File: src/ils_pkg.sv
// shared types, constants and codes for the indexed list store
`default_nettype none

package ils_pkg;

  localparam int CAPACITY = 256;
  localparam int ADDR_W   = (CAPACITY > 1) ? $clog2(CAPACITY) : 1;
  localparam int CNT_W    = $clog2(CAPACITY + 1);
  localparam int OP_W     = 3;
  localparam int POS_W    = 9;
  localparam int DATA_W   = 32;
  localparam int STAT_W   = 2;
  localparam int CMP_W    = (CNT_W > POS_W) ? CNT_W : POS_W;

  typedef enum logic [OP_W-1:0] {
    OP_READ     = 3'd0,
    OP_INS_HEAD = 3'd1,
    OP_INS_TAIL = 3'd2,
    OP_INS_POS  = 3'd3,
    OP_DELETE   = 3'd4
  } op_e;

  typedef enum logic [STAT_W-1:0] {
    RES_DONE  = 2'd0,
    RES_RANGE = 2'd1,
    RES_FULL  = 2'd2
  } res_code_e;

  typedef enum logic [1:0] {
    SEL_ZERO = 2'd0,
    SEL_NEG1 = 2'd1,
    SEL_MEM  = 2'd2
  } sel_e;

  typedef enum logic [2:0] {
    ST_IDLE,
    ST_DECODE,
    ST_SHIFT,
    ST_DRAIN,
    ST_WRITE,
    ST_RESP
  } state_e;

  typedef struct packed {
    logic [OP_W-1:0]          opcode;
    logic [POS_W-1:0]         position;
    logic signed [DATA_W-1:0] data_value;
  } in_beat_t;

  typedef struct packed {
    logic signed [DATA_W-1:0] read_value;
    logic [STAT_W-1:0]        status;
  } out_beat_t;

  // controller to datapath
  typedef struct packed {
    logic      load;
    logic      rd_pos;
    logic      shift_start;
    logic      shift_step;
    logic      ins_write;
    logic      cnt_dec;
    logic      res_set;
    res_code_e res_code;
    sel_e      res_sel;
    logic      out_load;
  } dp_cmd_t;

  // datapath to controller
  typedef struct packed {
    logic [OP_W-1:0] opcode;
    logic            pos_lt_cnt;
    logic            ep_le_cnt;
    logic            ep_eq_cnt;
    logic            full;
    logic            del_last;
    logic            shift_last;
    logic            out_free;
  } dp_flags_t;

endpackage

`default_nettype wire

File: src/ils_ctrl.sv
// controller: sequences decode, shift, drain, write and result per command
`default_nettype none

module ils_ctrl import ils_pkg::*; (
  input  wire        clk_i,
  input  wire        rst_ni,
  input  wire        in_valid_i,
  output logic       in_stall_o,
  input  dp_flags_t  flags_i,
  output dp_cmd_t    cmd_o
);

  state_e state_q, state_d;

  always_ff @(posedge clk_i or negedge rst_ni) begin
    if (!rst_ni) begin
      state_q <= ST_IDLE;
    end else begin
      state_q <= state_d;
    end
  end

  assign in_stall_o = (state_q != ST_IDLE);

  always_comb begin
    state_d = state_q;
    cmd_o   = '0;
    cmd_o.res_code = RES_DONE;
    cmd_o.res_sel  = SEL_ZERO;

    case (state_q)
      ST_IDLE: begin
        if (in_valid_i) begin
          cmd_o.load = 1'b1;
          state_d    = ST_DECODE;
        end
      end

      ST_DECODE: begin
        state_d       = ST_RESP;
        cmd_o.res_set = 1'b1;
        case (op_e'(flags_i.opcode))
          OP_READ: begin
            if (flags_i.pos_lt_cnt) begin
              cmd_o.rd_pos  = 1'b1;
              cmd_o.res_sel = SEL_MEM;
            end else begin
              cmd_o.res_code = RES_RANGE;
              cmd_o.res_sel  = SEL_NEG1;
            end
          end
          OP_INS_HEAD, OP_INS_TAIL, OP_INS_POS: begin
            if (!flags_i.ep_le_cnt) begin
              cmd_o.res_code = RES_RANGE;
            end else if (flags_i.full) begin
              cmd_o.res_code = RES_FULL;
            end else if (flags_i.ep_eq_cnt) begin
              state_d = ST_WRITE;
            end else begin
              cmd_o.shift_start = 1'b1;
              state_d           = ST_SHIFT;
            end
          end
          OP_DELETE: begin
            if (!flags_i.pos_lt_cnt) begin
              cmd_o.res_code = RES_RANGE;
            end else if (flags_i.del_last) begin
              cmd_o.cnt_dec = 1'b1;
            end else begin
              cmd_o.shift_start = 1'b1;
              state_d           = ST_SHIFT;
            end
          end
          default: ;
        endcase
      end

      ST_SHIFT: begin
        cmd_o.shift_step = 1'b1;
        if (flags_i.shift_last) begin
          state_d = ST_DRAIN;
        end
      end

      // last moved entry is written this cycle
      ST_DRAIN: begin
        if (flags_i.opcode == OP_DELETE) begin
          cmd_o.cnt_dec = 1'b1;
          cmd_o.res_set = 1'b1;
          state_d       = ST_RESP;
        end else begin
          state_d = ST_WRITE;
        end
      end

      ST_WRITE: begin
        cmd_o.ins_write = 1'b1;
        cmd_o.res_set   = 1'b1;
        state_d         = ST_RESP;
      end

      ST_RESP: begin
        if (flags_i.out_free) begin
          cmd_o.out_load = 1'b1;
          state_d        = ST_IDLE;
        end
      end

      default: state_d = ST_IDLE;
    endcase
  end

endmodule

`default_nettype wire

File: config.mk
export PLATFORM = sky130hd
export DESIGN_NAME = ils_ctrl
export DESIGN_NICKNAME = d
export VERILOG_FILES = /design/src/ils_pkg.sv /design/src/ils_ctrl.sv
export SDC_FILE = /design/constraint.sdc
export NUM_CORES = 1
export LEC_CHECK = 0
export CAP_MARGIN = 20
export CORE_AREA = 2 2 39 41
export CTS_CLUSTER_DIAMETER = 120
export DETAILED_ROUTE_END_ITERATION = 12
export DIE_AREA = 0 0 41 43
export DONT_BUFFER_PORTS = 1
export PLACE_DENSITY = 0.52
export SETUP_SLACK_MARGIN = 0.3
export SYNTH_ARGS = -nofsm -noshare
export SYNTH_HDL_FRONTEND = slang
export SYNTH_SLANG_ARGS = --single-unit
File: constraint.sdc
create_clock -name clk_i -period 2.3 [get_ports clk_i]
set_input_delay 0.345 -clock clk_i [delete_from_list [all_inputs] [get_ports clk_i]]
set_output_delay 0.345 -clock clk_i [all_outputs]
set_load 0.005 [all_outputs]
* Word-level counts from Yosys, hierarchy flattened
Cells that the tools add are included.
Word-level totals: flip-flop bits (word level) 3, input port bits 13, output and inout port bits 13
Cells by class: equal/unequal tests 12, multiplexer cells 39, reductions and logical operators 7
Operator list (count):
- 2-to-1 mux 3 bit | 8
- 2-to-1 mux 1 bit | 18
- one-hot mux 3 bit (6 select lines) | 1
- equality test 3 x 2 -> 1 bit, second input constant | 4
- 2-to-1 mux 2 bit | 6
- equality test 3 bit, second input constant | 3
- equality test 3 x 1 -> 1 bit, second input constant | 2
- zero test 3 bit | 2
- inequality test 2 bit, second input constant | 3
- one-hot mux 1 bit (2 select lines) | 3
- one-hot mux 3 bit (2 select lines) | 1
- 2-to-1 mux 4 bit | 1
- one-hot mux 2 bit (2 select lines) | 1
- OR reduction 2 bit | 2
- AND reduction 3 bit | 1
- nonzero test 3 bit | 1
- OR reduction 3 bit | 1

* Longest topological paths before layout
Gate-level depths: netlist (run 1).
depth after elaboration 5, mapped depth 6, mapped depth without buffers 4

* Worst setup path before layout (run 1)
No wires, ideal clock.
path kind register -> output, start point register state_q[2], end point output port cmd_o[10] in the netlist's numbering, data arrival time 1.084 ns, required time 1.955 ns, setup slack 0.871 ns, stages on the path, launching flop included 7, buffers on the path 2, cells stage by stage dfrtp_1 -> buf_6 -> nor2_4 -> nand2_2 -> nor2_2 -> and3_1 -> buf_4
RTL lines:
- from (decl) | RTL line ils_ctrl.sv:13 | state_e state_q, state_d;
- from (signal assigned) | RTL line ils_ctrl.sv:19 | state_q <= state_d;
- to (decl) | RTL line ils_ctrl.sv:10 | output dp_cmd_t cmd_o

==> results of run 1 <==
worst reg2reg max path, cell delays in order (launching register included):
cell and delay (ns):
dfrtp_1 0.55, nor2b_1 0.19, a21oi_1 0.05, o21ai_1 0.13, o211ai_1 0.11
metal layers:
layer / vias to the layer above / GRT usage
met1: 153 / 0.174
met5: - / 0
met2: 21 / 0.150
met4: 0 / 0.120
met3: 0 / 0.0419
li1: 184 / -
per-stage QoR:
stage               hold WS [ns]  power [W]  cells  instance area, um2  setup WS (ns)
global route               0.351   0.000483     68                 420          0.457
global placement          0.0495   0.000340     63                 384          0.808
detailed placement        0.0495   0.000341     63                 384          0.788
floorplan                 0.0494   0.000344     51                 405          0.871
finish                     0.325   0.000433     68                 420          0.541
CTS                        0.330   0.000442     68                 420          0.530
repair_timing:
action / 4_1_cts / 5_1_grt
setup buffers: 0 / 0
hold buffers: 1 / 0
hold endpoints to repair: 3 / 0
power groups by stage:
stage | sequential [W] | clock, W | combinational (W)
6_report | 0.000138 | 0.0000955 | 0.000199
5_1_grt | 0.000146 | 0.000107 | 0.000231
4_1_cts | 0.000139 | 0.0000988 | 0.000204
3_5_place_dp | 0.000140 | 0 | 0.000201
3_3_place_gp | 0.000139 | 0 | 0.000200
2_1_floorplan | 0.0000917 | 0 | 0.000253
cell type report:
cell class              instances  area, um2
flip-flops and latches          3       75.1
well taps                      16       20.0
inverters                       1       3.75
multi-input cells              43        285
fillers                       160        963
repair buffers                  1       10.0
clock buffers                   4       26.3
placed cells by master (no fill, tap or decap), types with 2 or more instances in the layout:
master,synthesis,layout
and3_1,2,2
nor2_2,3,3
dfrtp_1,3,3
nor2_1,5,5
nand3_1,2,2
a21oi_1,6,6
clkbuf_4,0,3
o21ai_1,3,3
worst paths after layout:
kind / start / endpoint / slack (ns) / cells after the start
hold reg to reg: state_q[2] / state_q[2] / 0.79 / 2
min in group asynchronous: rst_ni / state_q[0] / 0.36 / 1
hold / removal: flags_i[0] / state_q[0] / 0.33 / 2
max in group asynchronous: rst_ni / state_q[2] / 1.80 / 1
setup / recovery: state_q[1] / cmd_o[5] / 0.54 / 3
setup reg to reg: state_q[1] / state_q[0] / 1.15 / 4
cell families (layout without fill, tap and decap cells):
kind of cell / count (synthesis) / count (layout) / synth area share
buffers and inverters: 5 / 6 / 0.111
multiplexers: 1 / 1 / 0.0247
flip-flops: 3 / 3 / 0.185
AO/OA/AOI/OAI: 13 / 13 / 0.188
AND/OR/NAND/NOR: 29 / 29 / 0.491
==> results.json, run 1 <==
{
  "dr_wl_met3_um": 88,
  "clk_pin_slew_ns": 0.04,
  "cp-start-kind": "flop",
  "numPortBuffers": 0,
  "peakVddDrop_mv": 0.222,
  "wl_per_cell_um": 13.0,
  "critPathMaxStageDelay_ns": 0.55,
  "yosysWarnings": 0,
  "core-area_mm2": 0.00138,
  "grt_max_degree": 14,
  "postRouteAntennaNets": 0,
  "finalWirelength_um": 886,
  "gr-usage-all-layers": 0.129,
  "crit_path_cell_trace": "and2b_4, nor2b_4, or2_1",
  "top_layer_used": "met3",
  "final_util": 0.304,
  "total_leakage_power_nw": 0.161,
  "io_pins": 26,
  "cts_tree": "built",
  "wl_met1_um": 376,
  "synthTopCellsByCount": "6 x a21oi_1, 5 x nor2_1",
  "relSlewSlack": 0.696,
  "cts_buffers": 3,
  "grt-ovfl-total": 0,
  "synth.avg_cell_area_um2": 7.95,
  "firstDrtPassIters": 4,
  "clockPowerShare": 0.221,
  "place_hpwl_um": 678,
  "yosys_most_used_dff": "dfrtp_1",
  "die_x_um": 41,
  "max_cap_violations": 0,
  "worst-path-buf-inv": 0,
  "synth.most_common_cell": "a21oi_1",
  "rsz0062_at_grt": "no",
  "worstPathArrival_ns": 1.41,
  "yosys-top-cells-area": "dfrtp_1 19%, buf_6 8.3%, a21oi_1 7.4%, nor2_1 4.6%, nor2_2 4.6%",
  "synth_area_um2": 405,
  "area_delta_synth_final_pct": 3.70,
  "setup_viol": 0,
  "worstSetupPathType": "reg -> out",
  "setup_tns_ns": 0,
  "fin_crit_sh": 0.765,
  "largest_registers": "state_q: 3 flops",
  "dr_wl_met2_um": 421,
  "fin_skew_ns": 0.000955,
  "synth_top_area_frac": 0.185,
  "p_comb_frac": 0.461,
  "syn_nets": 64,
  "cts_resized": 0,
  "p_sw_w": 0.000187,
  "largest-register": "state_q",
  "insertedDiodeCount": 0,
  "synth_top_area_cell": "dfrtp_1",
  "fmax_mhz": 568,
  "nets": 66,
  "largest_reg_flops": 3,
  "die_y_um": 43,
  "die_area_mm2": 0.00176,
  "worstMarginPinSlew_ns": 0.457,
  "seqPwrFrac": 0.318,
  "outcome": "complete, no violations",
  "syn_inst": 51,
  "min_path_type": "in -> reg",
  "cts_max_level": 1,
  "clock_sinks": 3,
  "drv_slew": 0,
  "cp_slowest_cell": "dfrtp_1",
  "swShare": 0.432,
  "clk_latency_ns": 0.24,
  "row_count": 14,
  "drc_errors": 0,
  "ys_async_sr_fraction": 1.00,
  "cp.required_ns": 1.96,
  "grt_pass1_vias": 332,
  "hold_violations": 0,
  "internal_power_w": 0.000246,
  "place.gp.congestion": 0.696,
  "antenna_found_initial": 0,
  "drive_gt1_frac": 0.250,
  "period_needed_ns": 1.76,
  "pwr_density_cell_mw_per_mm2": 1030,
  "ys_types": 32,
  "clock_path_buffers": 2,
  "clock-root-buffer": "clkbuf_4",
  "viasPerCell": 5.26,
  "start_util": 0.293,
  "synth-edff-count": 0,
  "ys_ff_latch": 3,
  "critPathMaxFanout": 11,
  "drt-initial-drc-count": 6,
  "grt_pass1_wl_um": 1500,
  "crit_family": "simple AND/OR/NAND/NOR gates",
  "ys_seq_area_frac": 0.185,
  "crit_path_end_kind": "output port",
  "via_count": 358
}
No activity file was read; power rests on OpenSTA's default activity.
==> run 2, diff against run 1 <==
--- a/config.mk
+++ b/config.mk
@@ -11,7 +11,7 @@
 export DETAILED_ROUTE_END_ITERATION = 12
 export DIE_AREA = 0 0 41 43
 export DONT_BUFFER_PORTS = 1
-export PLACE_DENSITY = 0.52
+export PLACE_DENSITY = 0.54
 export SETUP_SLACK_MARGIN = 0.3
 export SYNTH_ARGS = -nofsm -noshare
 export SYNTH_HDL_FRONTEND = slang
==> constraint.sdc (replaced) <==
create_clock -name clk_i -period 1.6 [get_ports clk_i]
set_input_delay 0.24 -clock clk_i [delete_from_list [all_inputs] [get_ports clk_i]]
set_output_delay 0.24 -clock clk_i [all_outputs]
set_load 0.005 [all_outputs]
==> run 2 against run 1 <==
Worst setup slack got worse by 0.41 ns. Clock-buffer cell count is the same. Register-to-register slack got worse by 0.83 ns. Non-clock buffer count up 12. Utilization up 12 points. Critical path depth is the same. Routed wire length up 23%. Cell area is 39% higher. Sequential power is 29% higher. Clock power grew 41%. Die area unchanged. Critical path type unchanged. Largest cell class unchanged. Largest power group unchanged.
==> results.json, run 2 (synthesis results as in run 1) <==
{
  "r2r_start": "state_q[1]",
  "drc_errors": 0,
  "insertedDiodeCount": 0,
  "relSlewSlack": 0.785,
  "core-area_mm2": 0.00138,
  "total_leakage_power_nw": 0.247,
  "r2r-end": "state_q[0]",
  "worst-r2r-setup-slack_ns": 0.32,
  "max_cap_violations": 0,
  "fin_crit_sh": 0.917,
  "critPathMaxStageDelay_ns": 0.45,
  "placed_cell_area_um2": 389,
  "antenna_found_initial": 0,
  "place.gp.congestion": 0.690,
  "via_count": 422,
  "cts_buffers": 3,
  "whs_endpoint": "state_q[2]",
  "clk_pin_slew_ns": 0.04,
  "place_hpwl_um": 688,
  "final_cell_mix": "11 x buf_4, 4 x nor2_1, 4 x a21oi_1",
  "grt_use_met1": 0.194,
  "pwr_density_cell_mw_per_mm2": 1490,
  "p_sw_w": 0.000358,
  "gr-usage-all-layers": 0.152,
  "setup_viol": 0,
  "seqPwrFrac": 0.203,
  "grt_pass1_vias": 431,
  "hold_violations": 0,
  "cp.required_ns": 1.36,
  "die_area_mm2": 0.00176,
  "die_x_um": 41,
  "start_util": 0.293,
  "area_delta_synth_final_pct": 44.4,
  "drive_gt1_frac": 0.547,
  "largest_reg_flops": 3,
  "cts_max_level": 1,
  "min_path_type": "in -> reg",
  "period_needed_ns": 1.47,
  "largest-register": "state_q",
  "worstSetupPathType": "reg -> out",
  "met2_usage": 0.216,
  "swShare": 0.409,
  "firstDrtPassIters": 4,
  "dp_cells": 63,
  "final_cells": 80,
  "cp_slowest_cell": "dfrtp_2",
  "worstPathArrival_ns": 1.23,
  "grt_use_met3": 0.0366,
  "cts_tree": "built",
  "clockPowerShare": 0.155,
  "clock_path_buffers": 2,
  "cp-start-kind": "flop",
  "r2r_cells": 6,
  "fmax_mhz": 681,
  "finalWirelength_um": 1090,
  "postRouteAntennaNets": 0,
  "row_count": 14,
  "p_comb_frac": 0.642,
  "io_pins": 26,
  "peakVddDrop_mv": 0.548,
  "wl_per_cell_um": 13.6,
  "design_area_um2": 586,
  "numPortBuffers": 0,
  "clk_latency_ns": 0.24,
  "crit_path_end_kind": "output port",
  "clock-root-buffer": "clkbuf_4",
  "hp-start": "flags_i[4]",
  "die_y_um": 43,
  "fin_skew_ns": 0.00203,
  "grt_max_degree": 8,
  "grt_pass1_wl_um": 1790,
  "rsz0062_at_grt": "yes",
  "drt-initial-drc-count": 4,
  "gr-max-usage-layer": "met2",
  "hold_depth": 2,
  "viasPerCell": 5.28,
  "nets": 78,
  "internal_power_w": 0.000517,
  "fin_hold_ws_ns": 0.232,
  "worstMarginPinSlew_ns": 0.319,
  "outcome": "complete, no violations",
  "grt-ovfl-total": 0,
  "clock_sinks": 3,
  "largest_registers": "state_q: 3 flops",
  "critPathMaxFanout": 7,
  "setup_tns_ns": 0,
  "crit_path_cell_trace": "and2b_4, nor2b_4, or2_1",
  "final_common_cell": "buf_4",
  "drv_slew": 0
}
run 2: changes by cell type in the layout (fill, tap and decap cells not counted), sizes merged:
cell / delta
buf: +12
run 2: area by class of cell:
cell class / instances / area, um2
Multi-Input combinational cell: 43 / 353
Timing Repair Buffer: 13 / 104
Clock buffer: 4 / 26.3
Sequential cell: 3 / 78.8
Inverter: 1 / 3.75
Tap cell: 16 / 20.0
Fill cell: 139 / 798
run 2: routing by layer:
layer | wire [um] | vias up
met2 | 547 | 22
li1 | - | 208
met5 | 0 | -
met1 | 416 | 190
met3 | 105 | 2
met4 | 19 | 0
run 2: power by group through the flow:
stage / Sequential [W] / Combinational, W / Clock [W]
2_1_floorplan: 0.000132 / 0.000364 / 0
3_3_place_gp: 0.000200 / 0.000290 / 0
3_5_place_dp: 0.000202 / 0.000290 / 0
4_1_cts: 0.000166 / 0.000492 / 0.000140
5_1_grt: 0.000187 / 0.000615 / 0.000152
6_report: 0.000178 / 0.000562 / 0.000135
run 2: worst max path at each step:
stage / from / endpoint / slack [ns] / depth (start not counted)
after detailed placement: state_q[1] / cmd_o[5] / 0.19 / 3
after floorplan: state_q[2] / cmd_o[10] / 0.28 / 6
final: state_q[2] / cmd_o[5] / 0.13 / 3
after CTS: state_q[1] / cmd_o[4] / 0.13 / 4
after global placement: state_q[1] / cmd_o[5] / 0.21 / 3
after global routing: state_q[1] / cmd_o[1] / 0.08 / 3
run 2: metrics by stage:
stage	worst slack, ns	utilization	total power (W)
6_report	0.132	0.423	0.000875
5_1_grt	0.0803	0.423	0.000954
4_1_cts	0.128	0.383	0.000799
3_5_place_dp	0.187	0.281	0.000493
3_3_place_gp	0.215	0.281	0.000490
2_1_floorplan	0.281	-	0.000496
run 2: timing repair:
action	4_1_cts	5_1_grt
pin swaps	6	6
resized for setup	7	9
setup buffers	11	1
endpoints found under the setup margin	13	14
hold buffers	1	0
hold endpoints to repair	3	0
run 2: critical path: cells and delay by family, from the launching register on:
kind / cells / cell delay, ns
and+or+nand+nor: 3 / 0.54
DFF: 1 / 0.45
